$ cat src/hte_div_cell.sv
`timescale 1ns / 1ps
// ----------------------------------------------------------------------------
// hte_div_cell
// One restoring division step per cell: one quotient bit for each lane.
// ----------------------------------------------------------------------------
module hte_div_cell #(
   parameter int NUM_W  = 62,
   parameter int DEN_W  = 32,
   parameter int LANES  = 1,
   parameter int SIDE_W = 1
) (
   input  logic                            clock,
   input  logic                            reset,
   input  logic                            enable,
   input  logic                            up_valid,
   input  logic [DEN_W-1:0]                up_den,
   input  logic [LANES-1:0][NUM_W-1:0]     up_num,
   input  logic [LANES-1:0][DEN_W-1:0]     up_rem,
   input  logic [SIDE_W-1:0]               up_side,
   output logic                            dn_valid,
   output logic [DEN_W-1:0]                dn_den,
   output logic [LANES-1:0][NUM_W-1:0]     dn_num,
   output logic [LANES-1:0][DEN_W-1:0]     dn_rem,
   output logic [SIDE_W-1:0]               dn_side
);

   logic [LANES-1:0][DEN_W:0]     trial;
   logic [LANES-1:0][DEN_W:0]     diff;
   logic [LANES-1:0]              take;
   logic [LANES-1:0][NUM_W-1:0]   num_in;
   logic [LANES-1:0][DEN_W-1:0]   rem_in;

   logic                          valid_ff;
   logic [DEN_W-1:0]              den_ff;
   logic [LANES-1:0][NUM_W-1:0]   num_ff;
   logic [LANES-1:0][DEN_W-1:0]   rem_ff;
   logic [SIDE_W-1:0]             side_ff;

   always_comb begin
      for (int l = 0; l < LANES; l++) begin
         trial[l]  = {up_rem[l], up_num[l][NUM_W-1]};
         diff[l]   = trial[l] - {1'b0, up_den};
         take[l]   = (trial[l] >= {1'b0, up_den});
         rem_in[l] = take[l] ? diff[l][DEN_W-1:0] : trial[l][DEN_W-1:0];
         num_in[l] = {up_num[l][NUM_W-2:0], take[l]};
      end
   end

   always_ff @(posedge clock) begin
      if (reset) begin
         valid_ff <= 1'b0;
      end else if (enable) begin
         valid_ff <= up_valid;
      end
   end

   always_ff @(posedge clock) begin
      if (enable) begin
         den_ff  <= up_den;
         num_ff  <= num_in;
         rem_ff  <= rem_in;
         side_ff <= up_side;
      end
   end

   assign dn_valid = valid_ff;
   assign dn_den   = den_ff;
   assign dn_num   = num_ff;
   assign dn_rem   = rem_ff;
   assign dn_side  = side_ff;

endmodule

$ cat config.mk
export PLATFORM = sky130hd
export DESIGN_NAME = hte_div_cell
export DESIGN_NICKNAME = d
export VERILOG_FILES = /design/src/hte_div_cell.sv
export SDC_FILE = /design/constraint.sdc
export NUM_CORES = 1
export LEC_CHECK = 0
export BUFFER_PORTS_ARGS = -buffer_cell sky130_fd_sc_hd__buf_2
export CAP_MARGIN = 30
export CELL_PAD_IN_SITES_DETAIL_PLACEMENT = 0
export CELL_PAD_IN_SITES_GLOBAL_PLACEMENT = 2
export CORE_MARGIN = 2
export CORE_UTILIZATION = 32
export DETAILED_ROUTE_END_ITERATION = 7
export PLACE_DENSITY_LB_ADDON = 0.1
export SYNTH_ARGS = -nofsm -noshare
export SYNTH_HDL_FRONTEND = slang
export SYNTH_SLANG_ARGS = --single-unit
$ cat constraint.sdc
create_clock -name clock -period 4.6 [get_ports clock]
set_input_delay 0.23 -clock clock [delete_from_list [all_inputs] [get_ports clock]]
set_output_delay 0.23 -clock clock [all_outputs]
set_load 0.005 [all_outputs]
== After elaboration in Yosys (flattened, before gate mapping) ==
Index checks and enable logic that the tools add are counted.
Operators by class
  $add $sub $neg: 1
  $mul: 0
  div/mod/pow operators: 0
  order comparisons: 1
  equal/unequal tests: 0
  shift operators: 0
  multiplexer cells: 1
  bitwise operators: 0
  reduce and logical (&&, ||, !) cells: 0
Operators by type and width (count)
  >= comparator 33 x 32 -> 1 bit: 1
  2-to-1 mux 32 bit: 1
  subtractor 32 bit: 1
Word-level totals
  flip-flop bits (word level): 128
  latch bits: 0
  memory bits (writable): 0
  bits in read-only memories: 0
  input bits: 131
  output and inout port bits: 128
  logic and storage cells: 8
  memories: 0

== Depth between registers and ports, before layout ==
Gate-level depths: netlist of the first run.
  depth after elaboration: 2
  depth in mapped cells: 13
  mapped depth without buffers: 12

== Least setup slack after synthesis of the first run ==
OpenSTA, ideal clock, no wires.
  kind: input to register
  start point: input port up_den[7]
  end point: register rem_ff, in the netlist dn_rem[13] (data pin)
  setup time: 0.262 ns
  arrival time: 2.743 ns
  data required time: 4.338 ns
  setup slack: 1.595 ns
  stages: 12
  path buffers: 2
  path through: inv_1 -> ha_1 -> buf_2 -> nand4_1 -> or4_1 -> a21oi_1 -> nor3_1 -> a211oi_2 -> o21ai_2 -> o31ai_4 -> buf_4 -> mux2_1
RTL lines
  start: declaration: RTL line 16  | input logic [DEN_W-1:0] up_den,
  end signal: assignment: RTL line 61  | rem_ff <= rem_in;
  end: declaration: RTL line 36  | logic [LANES-1:0][DEN_W-1:0] rem_ff;

==> metrics.sh, run 1 <==
HPWLAFTERDP_UM=12700
PIN_COUNT=259
FIN_CRIT_SH_PCT=74.9
CRIT_PATH_MAX_FANOUT=54
POWER_DENSITY_nW_PER_UM2=375
SETUP_VIOL=0
FMAX_GHz=0.290
SEQ_CELLS_POST_SYNTH=128
SHARE_OF_SYNTHESIZED_REGISTERS_CARRYING_AN_ASYNC_SET_OR_RESET_PCT=0
POST-ROUTE-DRC-COUNT=0
CLOCK_SINKS=128
WORST_SLEW_PIN_SLEW_NS=0.836
LEAKAGEPOWER_nW=3.97
SYN-INSTANCE-COUNT=473
FILLERINSTANCES=1721
NUMBER_OF_GLOBAL_ROUTE_VIAS_BEFORE_REPAIR=5014
MAX-CAP-VIOLATIONS=0
ANT_NETS=0
TIMING.CRITICAL_PATH.ARRIVAL_NS=3.60
TIMING.REG2REG.WORST_PATH_DEPTH=2
FLOORPLAN.INITIALDENSITY_PCT=32.5
CLOCK_LATENCY_NS=0.41
SYNTHESIS.AREA_PER_INSTANCE_SQ_UM=12.8
GRT_FIRST_PASS_WIRELENGTH_UM=26400
TRITONCTS.NUM_BUFFERS=17
CLOCKBUFFERDEPTH=2
MIN_PATH_CELLS=1
POST_SYNTHESIS_CELL_TYPE_COUNT=48
YS_SEQ_AREA_SHARE_PCT=63.3
FINAL.SETUP.TNS_NS=0
PATH_CLASS='input pin to register'
MOST-COMMON-LAYOUT-CELLS='257 x buf_2, 127 x edfxtp_1, 86 x dlygate4sd3_1'
RSZ_0062_RAISED_AFTER_GLOBAL_ROUTING='no'
SYNTH_FF_TYPE='edfxtp_1'
TIMING_MAX_TRANSITION_VIOLATIONS_FINAL=0
WL_PER_CELL_UM=16.2
DETAIL_ROUTE.ITER0.VIOLATIONS=205
FINALNETCOUNT=985
POST_ROUTE_CELLS_DRIVE_ABOVE_1_SHARE_PCT=36.2
CTS_TREE='yes'
HOLD_PATH_CLASS='input pin to register'
REPORT.POWER.TOTAL_W=0.00338
GLOBALPLACE.CONGESTION=0.772
FLOORPLAN.DIE.WIDTH_UM=142
OUTCOME='completed'
DIEHEIGHT_UM=142
YOSYSWARNINGS=0
SETUP.WORST_PATH.END_CLASS='register'
SLEW-LIMIT-HEADROOM_PCT=44.3
HTREEDEPTH=4
CLOCK-SKEW-FINAL_NS=0
FP.COREAREA_SQ_UM=18600
VIA_PER_INST=4.63
GRT_UTIL_ALL_LAYERS_PCT=16.9
AREA_GROWTH_PCT=49.0
TOTALWIRELENGTH_UM=17300
GLOBALROUTEOVERFLOWTOTAL=0
POST_SYNTH_INSTANCE_AREA_SQ_UM=6050
DR.PASS1.ITERS=4
IO_BUFFERS=258
DIE-AREA_SQ_UM=20000
TIMING.FINAL.HOLD_VIOLATIONS=0
VIAS=4946
SYNTH.NET_COUNT=637
CRITICAL_PATH_REQUIRED_NS=4.75
SETUP.WORST_PATH.START_CLASS='input pin'
CTS.ROOT.BUFFER_CELL='clkbuf_16'
MOSTFREQUENTLAYOUTCELL='buf_2'
IRDROPWORSTVDD_mV=0.227
GRT_ANTENNA_BEFORE_REPAIR=1
GRT_MAX_DEGREE=89
STD_CELL_ROWS=50
WORST_SETUP_HOLD_PATH_CLK_SLEW_NS=0.06
SYNTH_ENABLE_FLOP_CELLS=127
FINAL_PERIOD_MINUS_WORST_SETUP_SLACK_NS=3.44
-- sequential cells by signal, indices dropped and copies added, names as in the netlist --
name      flops
dn_den       32
dn_rem       32
dn_num       62
dn_side       1
dn_valid      1
-- worst max-delay path, cell delays in order --
cell	delay, ns
dlygate4sd3_1	0.52
buf_2	0.11
inv_1	0.04
ha_1	0.38
nand4_1	0.20
or4_1	0.53
a21oi_1	0.13
nor3_1	0.09
a211oi_2	0.25
o21ai_2	0.16
o31ai_4	0.27
buf_12	0.29
mux2_2	0.37
-- stage by stage --
step	util (%)	worst slack (ns)	instances	hold slack, ns	instance area [sq um]
floorplan	-	1.59	473	0.302	6050
detailed placement	40.7	1.07	950	0.392	7590
global placement	40.7	1.22	950	0.387	7590
global route	48.4	0.928	1068	0.0134	9020
finish	48.4	1.16	1069	0.0229	9020
CTS	48.4	1.16	1068	0.00134	9020
-- what timing repair did --
| item | in CTS | in global routing |
|---|---|---|
| hold buffers | 86 | 0 |
| buffers inserted | 0 | 0 |
| endpoints found under the hold margin | 86 | 0 |
| resized for setup | 0 | 0 |
-- kinds of logic (layout without fill, tap and decap cells) --
kind of cell	count (synthesis)	count (layout)	share of synthesized area [%]
AO/OA/AOI/OAI	118	118	12.2
XOR/XNOR	27	27	3.91
adder cells (fa/ha/maj)	33	33	6.94
buffers and inverters	55	416	3.78
flip-flops	128	128	63.3
multiplexers	13	13	2.36
other	0	1	0
AND/OR/NAND/NOR	99	99	7.54
-- where the power goes --
part	internal [W]	total (W)	switching, W
clock network	0.000758	0.00131	0.000553
logic	0.000301	0.000619	0.000318
registers	0.00142	0.00145	0.0000259
-- cell usage after synthesis (all sizes together) (7+ instances only) --
library cell  number  area share [%]
edfxtp           127              63
a21o              12             1.5
nand4              7            0.72
mux2              10             1.9
ha                32             6.6
a21oi             54             4.5
nand2             27             1.7
buf               11             1.0
nand3              8            0.66
xor2              11             1.6
xnor2             16             2.3
inv               38             2.4
nor2              37             2.3
o21ai             17             1.5
-- area by class of cell --
| cell class | instances | area (sq um) | share of cell area, % |
|---|---|---|---|
| multi-input cells | 290 | 1990 | 22.1 |
| clock buffers | 17 | 425 | 4.72 |
| repair buffers | 346 | 2190 | 24.2 |
| inverters | 38 | 143 | 1.58 |
| clock inverters | 15 | 145 | 1.61 |
| flip-flops and latches | 128 | 3830 | 42.5 |
| diodes | 1 | 2.50 | 0.0277 |
| well taps | 234 | 293 | 3.25 |
-- worst paths after layout --
check                                 from          to  slack (ns)
worst max register to register    dn_valid    dn_valid        4.02
worst min-delay path            up_den[21]  dn_den[21]        0.02
worst min register to register    dn_valid    dn_valid        0.49
worst max-delay path             up_den[7]   dn_rem[6]        1.16
-- routing by layer --
layer,GRT usage (%),share of wire (%)
met5,0,0.063
met1,21.6,45
met4,5.11,0.83
met3,5.06,6.7
met2,27.7,47
(Power assumes the default switching activity.)
==> run 2: changes to the inputs <==
CORE_UTILIZATION = 30   (was 32)
clock period = 3.6 ns   (was 4.6 ns; I/O delays follow)
==> metrics.sh, run 2 (synthesized netlist as in run 1, its figures left out) <==
OUTCOME='completed'
FIN_CRIT_SH_PCT=93.2
CRIT_PATH_MAX_FANOUT=21
CLOCK-SKEW-FINAL_NS=0
PIN_COUNT=259
CRIT_PATH_TOP_DELAY_CELL='dlygate4sd3_1'
AREA_GROWTH_PCT=52.8
FLOORPLAN.DIE.WIDTH_UM=146
CRITICAL_PATH_REQUIRED_NS=3.76
VIAS=5059
CPPEAKSTAGEDELAY_NS=0.54
NUMBER_OF_GLOBAL_ROUTE_VIAS_BEFORE_REPAIR=5325
GRT_UTIL_ALL_LAYERS_PCT=16.9
POST-ROUTE-DRC-COUNT=0
CTS.ROOT.BUFFER_CELL='clkbuf_16'
GRT_ANTENNA_BEFORE_REPAIR=0
WORST_SLEW_PIN_SLEW_NS=0.930
ANTENNA_CELLS=0
CLOCK_SINKS=128
FMAX_GHz=0.298
POST-ROUTE-WORST-SETUP-SLACK_NS=0.245
MET3_USAGE_PCT=4.47
PATH_CELLS='dlygate4sd3_1 > buf_2 > inv_1 > ha_1 > nand4_1 > or4_1 > a21oi_1 > nor3_1 > a211oi_2 > o21ai_2 > o31ai_4 > buf_12 > mux2_2'
TOTALWIRELENGTH_UM=18400
RSZ_0062_RAISED_AFTER_GLOBAL_ROUTING='no'
HOLD_PATH_CLASS='input pin to register'
FP.COREAREA_SQ_UM=19700
GRT.MET1_USAGE_PCT=21.2
SLEW-LIMIT-HEADROOM_PCT=38.0
CLOCK_LATENCY_NS=0.41
POWER_DENSITY_nW_PER_UM2=481
CTS_RESIZED=0
LARGEST_REG_FLOPS=62
FLOORPLAN.INITIALDENSITY_PCT=30.8
POST_ROUTE_CELLS_DRIVE_ABOVE_1_SHARE_PCT=36.3
HPWLAFTERDP_UM=13400
GLOBALROUTEOVERFLOWTOTAL=0
PLACEMENT.SETUP.WORST_SLACK_NS=0.0833
MOSTFREQUENTLAYOUTCELL='buf_2'
FINAL_PERIOD_MINUS_WORST_SETUP_SLACK_NS=3.36
STD_CELL_ROWS=51
DIE-AREA_SQ_UM=21300
GRT_FIRST_PASS_WIRELENGTH_UM=28400
VIA_PER_INST=4.53
LEAKAGEPOWER_nW=4.07
TIMING_MAX_TRANSITION_VIOLATIONS_FINAL=0
FINAL.SETUP.TNS_NS=0
CTS_TREE='yes'
WORST_SETUP_HOLD_PATH_CLK_SLEW_NS=0.06
GRT.BUSIEST_LAYER='met2'
TIMING.CRITICAL_PATH.ARRIVAL_NS=3.52
DR.PASS1.ITERS=4
TIMING.FINAL.HOLD_VIOLATIONS=0
MAX-CAP-VIOLATIONS=0
SETUP.WORST_PATH.START_CLASS='input pin'
TRITONCTS.NUM_BUFFERS=17
MOST-COMMON-LAYOUT-CELLS='257 x buf_2, 127 x edfxtp_1, 95 x dlygate4sd3_1'
GRT_MAX_DEGREE=101
GLOBALPLACE.CONGESTION=0.779
FINALNETCOUNT=1003
CTS_SETUP_BUFFERS=0
PATH_CLASS='input pin to register'
DIEHEIGHT_UM=146
IO_BUFFERS=258
SETUP.WORST_PATH.END_CLASS='register'
WL_PER_CELL_UM=16.5
CLOCKBUFFERDEPTH=2
SETUP_VIOL=0
IRDROPWORSTVDD_mV=0.301
REPORT.POWER.TOTAL_W=0.00445
ANT_NETS=0
HTREEDEPTH=4
DETAIL_ROUTE.ITER0.VIOLATIONS=247
MET2_USAGE_PCT=28.3
run 2: layout make-up:
type                            count  area, sq um
Clock buffer                       18          429
Inverter                           38          143
Fill cell                        1854        10400
Tap cell                          265          332
Clock inverter                     13          161
Timing Repair Buffer              364         2360
Multi-Input combinational cell    290         1990
Sequential cell                   128         3830
run 2: per-stage QoR:
stage / utilization [%] / hold slack, ns / cell area [sq um] / std cells
after floorplan: - / 0.252 / 6050 / 473
after global placement: 39.1 / 0.336 / 7680 / 989
after detailed placement: 39.1 / 0.347 / 7680 / 989
after CTS: 46.9 / 0.000914 / 9220 / 1114
after global routing: 47.1 / 0.0108 / 9250 / 1116
final: 47.1 / 0.0159 / 9250 / 1116
run 2: critical path, delay by kind of cell:
kind | cells | cell delay [ns]
buffers and inverters | 4 | 0.97
AOI/OAI and AO/OA | 4 | 0.86
adders and majority gates | 1 | 0.40
muxes | 1 | 0.35
and+or+nand+nor | 3 | 0.76
run 2: worst paths after layout:
kind                to  slack, ns  cells past startpoint       start
min reg2reg   dn_valid       1.04                      3    dn_valid
max reg2reg   dn_valid       2.47                      3    dn_valid
min          dn_den[1]       0.02                      1   up_den[1]
max          dn_rem[8]       0.24                     13  up_den[16]
run 2: where the power goes:
part	switching (W)	internal (W)
Combinational	0.000419	0.000405
Sequential	0.0000360	0.00182
Clock	0.000684	0.00109
run 2: timing repair:
item,4_1_cts,5_1_grt
hold buffers,94,1
endpoints found under the hold margin,93,1
setup endpoints to repair,0,2
run 2: routing by layer:
metal | vias up | wire, um
li1 | 2491 | -
met4 | 0 | 298
met3 | 21 | 1200
met1 | 2355 | 8190
met5 | - | 0
met2 | 192 | 8760
