**config.mk**
```make
export PLATFORM = sky130hd
export DESIGN_NAME = hte_cordic_cell
export DESIGN_NICKNAME = d
export VERILOG_FILES = /design/src/hte_pkg.sv /design/src/hte_cordic_cell.sv
export SDC_FILE = /design/constraint.sdc
export NUM_CORES = 1
export LEC_CHECK = 0
export ABC_CLOCK_PERIOD_IN_PS = 4600
export BUFFER_PORTS_ARGS = -buffer_cell sky130_fd_sc_hd__buf_4
export CAP_MARGIN = 5
export CORE_MARGIN = 10
export CORE_UTILIZATION = 51
export DETAILED_ROUTE_END_ITERATION = 10
export PLACE_DENSITY = 0.87
export SLEW_MARGIN = 40
export SYNTH_ARGS = -nofsm -noshare
export SYNTH_HDL_FRONTEND = slang
export SYNTH_SLANG_ARGS = --single-unit
```
**constraint.sdc**
```tcl
create_clock -name clock -period 4.6 [get_ports clock]
set_clock_uncertainty 0.1 [all_clocks]
set_input_delay 0.92 -clock clock [delete_from_list [all_inputs] [get_ports clock]]
set_output_delay 0.92 -clock clock [all_outputs]
set_load 0.03 [all_outputs]
```
**src/hte_pkg.sv**
```systemverilog
`timescale 1ns / 1ps
// ----------------------------------------------------------------------------
// hte_pkg
// Types, constants and the arctangent table of the helix extrapolation block.
// ----------------------------------------------------------------------------
package hte_pkg;

   localparam int unsigned CORDIC_STEPS_DEF = 24;
   localparam int unsigned FIELD_W          = 16;
   localparam int unsigned FQ_W             = 18;
   localparam int unsigned NMAG_W           = 49;
   localparam int unsigned PHASE_FRAC       = 13;
   localparam int unsigned NUM1_W           = NMAG_W + PHASE_FRAC;
   localparam int unsigned DEN1_W           = 32;
   localparam int unsigned NUM2_W           = 64;
   localparam int unsigned CORD_W           = 34;
   localparam int unsigned SHIFT_BITS       = 44;

   localparam logic [FIELD_W-1:0]       FIELD_RESET  = 16'd8192;
   localparam logic [31:0]              TURN_GAIN    = 32'd4197025167;
   localparam logic [30:0]              HALF_PI_Q30  = 31'd1686629713;
   localparam logic signed [CORD_W-1:0] CORDIC_K_Q30 = 34'sd652032874;
   localparam logic [18:0]              RADIUS_Q2    = 19'd341561;

   typedef enum logic [1:0] {
      ST_OK,
      ST_PT_ZERO,
      ST_PZ_ZERO,
      ST_NO_BEND
   } status_type;

   typedef struct packed {
      logic signed [31:0] x0;
      logic signed [31:0] y0;
      logic signed [31:0] z0;
      logic signed [31:0] px;
      logic signed [31:0] py;
      logic signed [31:0] pz;
      logic signed [2:0]  q;
      logic [FQ_W-1:0]    fq;
      logic               pneg;
      status_type         status;
   } track_type;

   // radians Q30
   function automatic logic signed [CORD_W-1:0] atan_q30(input int unsigned k);
      logic signed [CORD_W-1:0] a;
      case (k)
         0:       a = 34'sd843314856;
         1:       a = 34'sd497837829;
         2:       a = 34'sd263043836;
         3:       a = 34'sd133525158;
         4:       a = 34'sd67021686;
         5:       a = 34'sd33543515;
         6:       a = 34'sd16775850;
         7:       a = 34'sd8388437;
         8:       a = 34'sd4194282;
         9:       a = 34'sd2097149;
         10:      a = 34'sd1048575;
         11:      a = 34'sd524287;
         12:      a = 34'sd262143;
         13:      a = 34'sd131071;
         14:      a = 34'sd65535;
         15:      a = 34'sd32767;
         16:      a = 34'sd16383;
         17:      a = 34'sd8191;
         18:      a = 34'sd4095;
         19:      a = 34'sd2047;
         20:      a = 34'sd1023;
         21:      a = 34'sd511;
         22:      a = 34'sd255;
         23:      a = 34'sd127;
         24:      a = 34'sd63;
         25:      a = 34'sd31;
         26:      a = 34'sd15;
         27:      a = 34'sd8;
         28:      a = 34'sd4;
         29:      a = 34'sd2;
         30:      a = 34'sd1;
         default: a = 34'sd0;
      endcase
      return a;
   endfunction

   function automatic logic signed [31:0] sat32(input logic signed [35:0] v);
      logic signed [31:0] r;
      if (v > 36'sd2147483647) begin
         r = 32'sh7FFFFFFF;
      end else if (v < -36'sd2147483648) begin
         r = 32'sh80000000;
      end else begin
         r = v[31:0];
      end
      return r;
   endfunction

endpackage

```
**src/hte_cordic_cell.sv**
```systemverilog
`timescale 1ns / 1ps
// ----------------------------------------------------------------------------
// hte_cordic_cell
// One rotation-mode CORDIC micro-rotation, registered.
// ----------------------------------------------------------------------------
module hte_cordic_cell import hte_pkg::*; #(
   parameter int STAGE  = 0,
   parameter int SIDE_W = 1
) (
   input  logic                     clock,
   input  logic                     reset,
   input  logic                     enable,
   input  logic                     up_valid,
   input  logic signed [CORD_W-1:0] up_x,
   input  logic signed [CORD_W-1:0] up_y,
   input  logic signed [CORD_W-1:0] up_z,
   input  logic [SIDE_W-1:0]        up_side,
   output logic                     dn_valid,
   output logic signed [CORD_W-1:0] dn_x,
   output logic signed [CORD_W-1:0] dn_y,
   output logic signed [CORD_W-1:0] dn_z,
   output logic [SIDE_W-1:0]        dn_side
);

   localparam int unsigned              K     = STAGE % 32;
   localparam logic signed [CORD_W-1:0] ANGLE = atan_q30(K);

   logic signed [CORD_W-1:0] dx;
   logic signed [CORD_W-1:0] dy;
   logic signed [CORD_W-1:0] x_in;
   logic signed [CORD_W-1:0] y_in;
   logic signed [CORD_W-1:0] z_in;

   logic                     valid_ff;
   logic signed [CORD_W-1:0] x_ff;
   logic signed [CORD_W-1:0] y_ff;
   logic signed [CORD_W-1:0] z_ff;
   logic [SIDE_W-1:0]        side_ff;

   always_comb begin
      dx = up_y >>> K;
      dy = up_x >>> K;
      if (!up_z[CORD_W-1]) begin
         x_in = up_x - dx;
         y_in = up_y + dy;
         z_in = up_z - ANGLE;
      end else begin
         x_in = up_x + dx;
         y_in = up_y - dy;
         z_in = up_z + ANGLE;
      end
   end

   always_ff @(posedge clock) begin
      if (reset) begin
         valid_ff <= 1'b0;
      end else if (enable) begin
         valid_ff <= up_valid;
      end
   end

   always_ff @(posedge clock) begin
      if (enable) begin
         x_ff    <= x_in;
         y_ff    <= y_in;
         z_ff    <= z_in;
         side_ff <= up_side;
      end
   end

   assign dn_valid = valid_ff;
   assign dn_x     = x_ff;
   assign dn_y     = y_ff;
   assign dn_z     = z_ff;
   assign dn_side  = side_ff;

endmodule

```
# --- Word level (Yosys, flattened, before mapping) ---
# Cells that the tools add are included.
word_totals:
  output_inout_bits: 104
  in_bits: 107
  wordCells: 13
  ff_bits: 104
op_classes:
  n_mux: 3
  addsub: 5
op_table:
  columns: ["operator", "n"]
  rows:
  - ["$mux 34", 3]
  - ["$sub 34x34->34", 2]
  - ["$add 34x31->34 const B", 1]
  - ["$add 34x34->34", 1]
  - ["$sub 34x31->34 const B", 1]

# --- Logic depth before layout (Yosys ltp) ---
# Gate-level depths: netlist of run 1.
logic_depth:
  ltp_word: 2
  mapped_depth: 13
  mapped_depth_nobuf: 12

# --- Least setup slack after synthesis of run 1 ---
# No wires, ideal clock.
synth_path:
  path_type: "input-to-reg"
  start: "in up_z[33]"
  end: "reg z_ff[30], in the netlist dn_z[30] (data pin)"
  arrival_time_ps: 4103
  path_buffers: 2
  cell_stages: 13
  t_required_ps: 4241
  setup_ps: 259
  setup_slack_ps: 138
  cell_sequence: "clkinv_1 clkbuf_1 buf_1 ha_1 a211o_1 a31oi_1 nor4b_1 a211oi_1 o311a_1 a21oi_1 a31o_2 a31oi_1 xnor2_1"
synth_between:
  elab_chain_cells: 1
synth_rtl:
  columns: ["item", "line_no", "rtl"]
  rows:
  - ["start, declared", "hte_cordic_cell.sv:16", "input logic signed [CORD_W-1:0] up_z,"]
  - ["$mux 34", "hte_cordic_cell.sv:43", "if (!up_z[CORD_W-1]) begin"]
  - ["via z_in[30]", "hte_cordic_cell.sv:32", "logic signed [CORD_W-1:0] z_in;"]
  - ["end signal, assigned", "hte_cordic_cell.sv:66", "z_ff <= z_in;"]
  - ["end, declared", "hte_cordic_cell.sv:37", "logic signed [CORD_W-1:0] z_ff;"]
# The timed path passes the listed nets, and every way through them passes these cells.
# A chain may end at the register's enable or synchronous reset.

# --- Worst setup path in the final report of run 1 ---
layout_path:
  start: "in up_z[33]"
  end: "reg z_ff[31], in the netlist dn_z[31] (data pin)"
# The elaborated chain is that of the path after synthesis.

==> impl_metrics.csv, run 1 <==
group,metric,value,unit
synthesis,yosys.area.top_type,"edfxtp_1",
power,vdd_ir_drop_max,0.155,mV
outcome,status,"complete, no violations",
setup_path,cp-end-kind,"flip-flop",
global_route,grt_max_degree,62,
sta,setup_tns,0,ps
placed_design,routabilityCongestion,0.992,
die,core_area,19500,sq um
setup_path,r2r_end,"dn_valid",
synthesis,synthFlopType,"edfxtp_1",
die,fp.dieH,161,um
route,viasPerCell,5.96,
finish,layout-drive-gt1-share,19.0,%
clocking,worstSkewPairLatency,350,ps
synthesis,syn_nets,1394,
setup_path,start_kind,"primary input",
route,ant_nets,0,
power,power_density,305,nW/um^2
hold_path,min_to,"dn_valid",
finish,area_growth,21.2,%
route,routed_wl,31200,um
global_route,grt_pass1_wl,49200,um
route,drtPass1Iterations,5,
synthesis,synth-edff-count,102,
sta,worst_hold_slack,445,ps
route,drc,0,
setup_path,worstSetupPathType,"primary input to flip-flop",
synthesis,syn_area_per_cell,8.76,sq um
die,initial_utilization,51.9,%
clocking,ctsHoldBuffers,0,
clocking,cts_tree,"built",
sta,max_freq,0.251,GHz
setup_path,r2r_slack,3870,ps
route,drtIter0Drc,899,
clocking,clock_path_buffers,2,
sta,post-route-period-util,86.7,%
finish,mostFrequentLayoutCells,"buf_4, a21oi_1, ha_1",
synthesis,synthCells,1154,
clocking,cts_setup_buffers,0,
global_route,grt_pass1_vias,9225,
sta,slew_headroom,48.1,%
route,dr_total_vias,9664,
setup_path,crit_fanout,22,
finish,design_area,12300,sq um
synthesis,yosysSeqAreaShare,30.5,%
global_route,overflow,0,
die,fp.dieW,161,um
global_route,grt_util_all_layers,23.1,%
clocking,path_clk_slew,70,ps
placed_design,io_buffers,210,
die,num_rows,51,
synthesis,ys_ff_latch,103,
die,die-area,25800,sq um
synthesis,synth_area_leaders,"edfxtp_1, ha_1, a21oi_1",
synthesis,ys_types,71,
global_route,antenna_found_initial,1,
synthesis,synthArstFlopShare,0,%
synthesis,synth_area,10100,sq um
sta,finalSetupViolations,0,
hold_path,hold_depth,2,
clocking,post_cts_resized,0,
setup_path,required,4600,ps
hold_path,hp-start,"dn_valid",
sta,fin_crit,3990,ps
setup_path,worstPathArrival,3980,ps
setup_path,reg2reg_depth,2,
clocking,cts.sinks,103,
placed_design,placed_cell_area,12000,sq um
finish,fin_nets,1590,
hold_path,hp-class,"flip-flop to flip-flop",
synthesis,synth.top_cell.area_share,30.3,%
setup_path,cp-startpoint,"up_z[33]",
route,wl_per_cell,19.3,um
sta,finalHoldViolations,0,
sta,slew_viol_final,0,
sta,grt_setup_unrepaired,"false",
placed_design,dp.final_hpwl,25700,um
clocking,cts_made_buffers,9,
synthesis,ys_warn_count,0,
finish,final_common_cell,"buf_4",
power,p_leak,5.50,nW
setup_path,timing.rr.start,"dn_valid",
clocking,ctsHtreeMaxLevel,3,
clocking,cts_root_buf,"clkbuf_16",
job,cap_violations,0,
sta,worst_slew_pin_slew,778,ps
die,pin_count,211,
synthesized netlist by cell type, drive strengths merged (13+ instances only):
| cell type | number |
|---|---|
| ha | 129 |
| o21bai | 24 |
| nor2 | 82 |
| a21oi | 147 |
| nand2 | 52 |
| edfxtp | 102 |
| a21o | 28 |
| nand3 | 16 |
| nand4 | 13 |
| xor2 | 18 |
| o31ai | 15 |
| clkbuf | 29 |
| xnor2 | 74 |
| buf | 16 |
| nor3 | 24 |
| o21ai | 80 |
| mux2i | 18 |
| inv | 114 |
registers in the layout, indices dropped and copies added (netlist names):
signal / cells
dn_x: 34
dn_side: 1
dn_y: 33
dn_z: 34
dn_valid: 1
how the worst max path moves through the flow:
| stage | cells past startpoint | endpoint | slack (ps) |
|---|---|---|---|
| 2_1_floorplan | 13 | dn_z[30] | 140 |
| 3_3_place_gp | 12 | dn_y[32] | 410 |
| 3_5_place_dp | 12 | dn_z[31] | 340 |
| 4_1_cts | 12 | dn_z[31] | 700 |
| 5_1_grt | 12 | dn_x[33] | 370 |
| 6_report | 12 | dn_z[31] | 610 |
power by group:
part / internal (W) / total [W] / switching, W
Combinational: 0.000647 / 0.00173 / 0.00109
Clock: 0.000382 / 0.000720 / 0.000338
Sequential: 0.00124 / 0.00129 / 0.0000465
logic make-up after synthesis:
group | after synthesis | share of synthesized area [%]
AO/OA/AOI/OAI | 400 | 25.1
XOR/XNOR | 92 | 7.97
adder cells (fa/ha/maj) | 133 | 16.8
buffers and inverters | 162 | 6.23
flip-flops | 103 | 30.5
multiplexers | 18 | 1.78
AND/OR/NAND/NOR | 246 | 11.6
cell type report:
| type | instances | area [sq um] |
|---|---|---|
| diodes | 1 | 2.50 |
| clock buffers | 11 | 243 |
| clock inverters | 5 | 32.5 |
| fillers | 1664 | 7210 |
| inverters | 117 | 439 |
| multi-input cells | 889 | 6390 |
| flip-flops and latches | 103 | 3080 |
| well taps | 265 | 332 |
| repair buffers | 230 | 1730 |
worst max-delay path, stage by stage:
cell and delay (ps):
buf_4 230, inv_2 210, ha_1 420, o21ai_0 120, o21bai_1 140, a21oi_1 140, o41ai_1 720, a21oi_1 240
o21a_1 310, o31ai_1 230, a21boi_0 140, xnor2_1 150
through the flow:
step	setup slack, ps	std cells	utilization, %	total power, W
floorplan	138	1154	-	0.00239
global placement	409	1604	61.5	0.00299
finish	613	1621	63.0	0.00374
global route	375	1621	63.0	0.00392
detailed placement	337	1604	61.5	0.00302
CTS	698	1620	62.9	0.00374
layer usage:
layer | wire length (um) | vias to the layer above | GRT usage [%] | share of wire (%)
met5 | 0 | - | 0 | 0
met4 | 782 | 0 | 6.95 | 2.5
met3 | 2770 | 54 | 3.35 | 8.9
met2 | 14300 | 542 | 37.2 | 46
met1 | 13400 | 4488 | 31.4 | 43
li1 | - | 4580 | - | -
No activity file was read; power rests on OpenSTA's default activity.
==> run 2, diff against run 1 <==
--- a/config.mk
+++ b/config.mk
@@ -5,13 +5,13 @@
 export SDC_FILE = /design/constraint.sdc
 export NUM_CORES = 1
 export LEC_CHECK = 0
-export ABC_CLOCK_PERIOD_IN_PS = 4600
+export ABC_CLOCK_PERIOD_IN_PS = 4400
 export BUFFER_PORTS_ARGS = -buffer_cell sky130_fd_sc_hd__buf_4
 export CAP_MARGIN = 5
 export CORE_MARGIN = 10
-export CORE_UTILIZATION = 51
+export CORE_UTILIZATION = 57
 export DETAILED_ROUTE_END_ITERATION = 10
-export PLACE_DENSITY = 0.87
+export PLACE_DENSITY = 0.92
 export SLEW_MARGIN = 40
 export SYNTH_ARGS = -nofsm -noshare
 export SYNTH_HDL_FRONTEND = slang
==> constraint.sdc (replaced) <==
create_clock -name clock -period 4.4 [get_ports clock]
set_clock_uncertainty 0.1 [all_clocks]
set_input_delay 0.88 -clock clock [delete_from_list [all_inputs] [get_ports clock]]
set_output_delay 0.88 -clock clock [all_outputs]
set_load 0.03 [all_outputs]
==> run 2 against run 1 <==
Register-to-register slack lost 190 ps. Hold slack gained 7.2 ps. Via count grew 3.2%. First-iteration DRC count grew 46%. Wire length grew 5.8%. Cell area grew 0.52%. Setup slack lost 8.1 ps. Combinational power grew 6%. Final cell count shrank 1.8%. Critical path type unchanged. Sequential share of layout area shrank 0.13 points. Sequential power grew 5%. Core utilization grew 8.0 points.
==> impl_metrics.csv, run 2 (synthesis results as in run 1) <==
group,metric,value,unit
outcome,status,"complete, no violations",
power,power_density,325,nW/um^2
finish,area_growth,21.9,%
power,swShare,39.2,%
sta,grt_setup_unrepaired,"false",
sta,worst_hold_slack,452,ps
global_route,grt_max_degree,65,
global_route,antenna_found_initial,0,
clocking,cts_setup_buffers,0,
route,dr_total_vias,9977,
power,switchingPower,0.00157,W
die,fp.dieW,153,um
clocking,clock_path_buffers,2,
sta,setup_tns,0,ps
clocking,post_cts_resized,0,
route,ant_nets,0,
sta,post-route-period-util,86.2,%
finish,layout-drive-gt1-share,19.6,%
sta,max_freq,0.264,GHz
route,viasPerCell,6.27,
die,pin_count,211,
power,seqPwrFrac,33.9,%
route,drc,0,
global_route,overflow,0,
sta,finalSetupViolations,0,
power,combPwrFrac,45.9,%
power,finalPower,0.00401,W
clocking,path_clk_slew,70,ps
setup_path,worstSetupPathType,"primary input to flip-flop",
power,p_leak,5.56,nW
job,cap_violations,0,
clocking,cts_made_buffers,9,
sta,slew_viol_final,0,
finish,antenna_cells,0,
die,num_rows,48,
finish,fin_nets,1602,
clocking,ctsHtreeMaxLevel,3,
clocking,cts.sinks,103,
clocking,ctsHoldBuffers,0,
finish,mostFrequentLayoutCells,"buf_4, a21oi_1, ha_1",
placed_design,dp.final_hpwl,26900,um
die,core_area,17400,sq um
setup_path,crit_fanout,9,
finish,final_common_cell,"buf_4",
setup_path,required,4380,ps
route,drtPass1Iterations,6,
placed_design,routabilityCongestion,1.02,
setup_path,start_kind,"primary input",
die,initial_utilization,58.2,%
sta,fin_crit,3790,ps
setup_path,worstPathArrival,3780,ps
clocking,worstSkewPairLatency,340,ps
hold_path,hp-class,"flip-flop to flip-flop",
finish,nFillCells,1360,
die,fp.dieH,153,um
finish,design_area,12300,sq um
power,p_int,0.00243,W
clocking,cts_root_buf,"clkbuf_16",
route,routed_wl,33000,um
clocking,cts_tree,"built",
die,die-area,23500,sq um
power,clkPwrFrac,20.2,%
sta,worst_slew_pin_slew,763,ps
sta,slew_headroom,48.6,%
route,drtIter0Drc,1311,
sta,finalHoldViolations,0,
route,wl_per_cell,20.8,um
power,vdd_ir_drop_max,0.243,mV
global_route,grt_pass1_vias,9664,
global_route,grt_pass1_wl,51900,um
placed_design,placed_cell_area,12000,sq um
global_route,grt_util_all_layers,26.7,%
placed_design,io_buffers,210,
setup_path,cp-end-kind,"flip-flop",
-- run 2: cell count changes in the layout (fill, tap and decap cells not counted), sizes merged --
cell,previous run,this run
buf,230,242
bufinv,0,1
clkinv,6,4
diode,1,0
inv,116,117
-- run 2: per-stage QoR --
step	util (%)	setup slack [ps]	instances
2_1_floorplan	-	319	1154
3_3_place_gp	69.2	396	1575
3_5_place_dp	69.3	355	1576
4_1_cts	71.0	725	1592
5_1_grt	71.0	447	1592
6_report	71.0	605	1592
-- run 2: critical path, cell delays in order --
cell	delay, ps
buf_4	90
inv_1	40
ha_1	410
a21oi_1	530
o21ai_0	220
o21ai_0	490
o21ai_0	180
a21o_1	220
a221o_1	370
a21oi_1	220
xnor2_1	130
-- run 2: power groups by stage --
stage	clock (W)	combinational (W)	sequential (W)
finish	0.000810	0.00184	0.00136
global route	0.000852	0.00196	0.00137
CTS	0.000824	0.00181	0.00136
floorplan	0	0.000813	0.00169
detailed placement	0	0.00180	0.00138
global placement	0	0.00177	0.00137
-- run 2: routing by layer --
metal | part of all wire [%] | wire [um] | global-route usage (%) | vias up
met5 | 0 | 0 | 0 | -
met4 | 3.2 | 1060 | 9.67 | 0
met3 | 10 | 3430 | 5.16 | 74
met2 | 46 | 15200 | 42.7 | 653
met1 | 41 | 13400 | 35.2 | 4650
li1 | - | - | - | 4600
-- run 2: path summary, 6_finish.rpt --
kind         slack, ps  endpoint  depth (start not counted)     start
min reg2reg        450  dn_valid                          2  dn_valid
max reg2reg       3680  dn_valid                          2  dn_valid
min                450  dn_valid                          2  dn_valid
max                610  dn_y[18]                         11   up_x[8]
-- run 2: layout make-up --
type | instances | area, sq um | share of cell area (%)
repair buffers | 242 | 1830 | 14.9
multi-input cells | 889 | 6390 | 51.9
clock inverters | 5 | 56.3 | 0.457
inverters | 117 | 439 | 3.57
flip-flops and latches | 103 | 3080 | 25.0
clock buffers | 11 | 233 | 1.89
well taps | 225 | 282 | 2.29
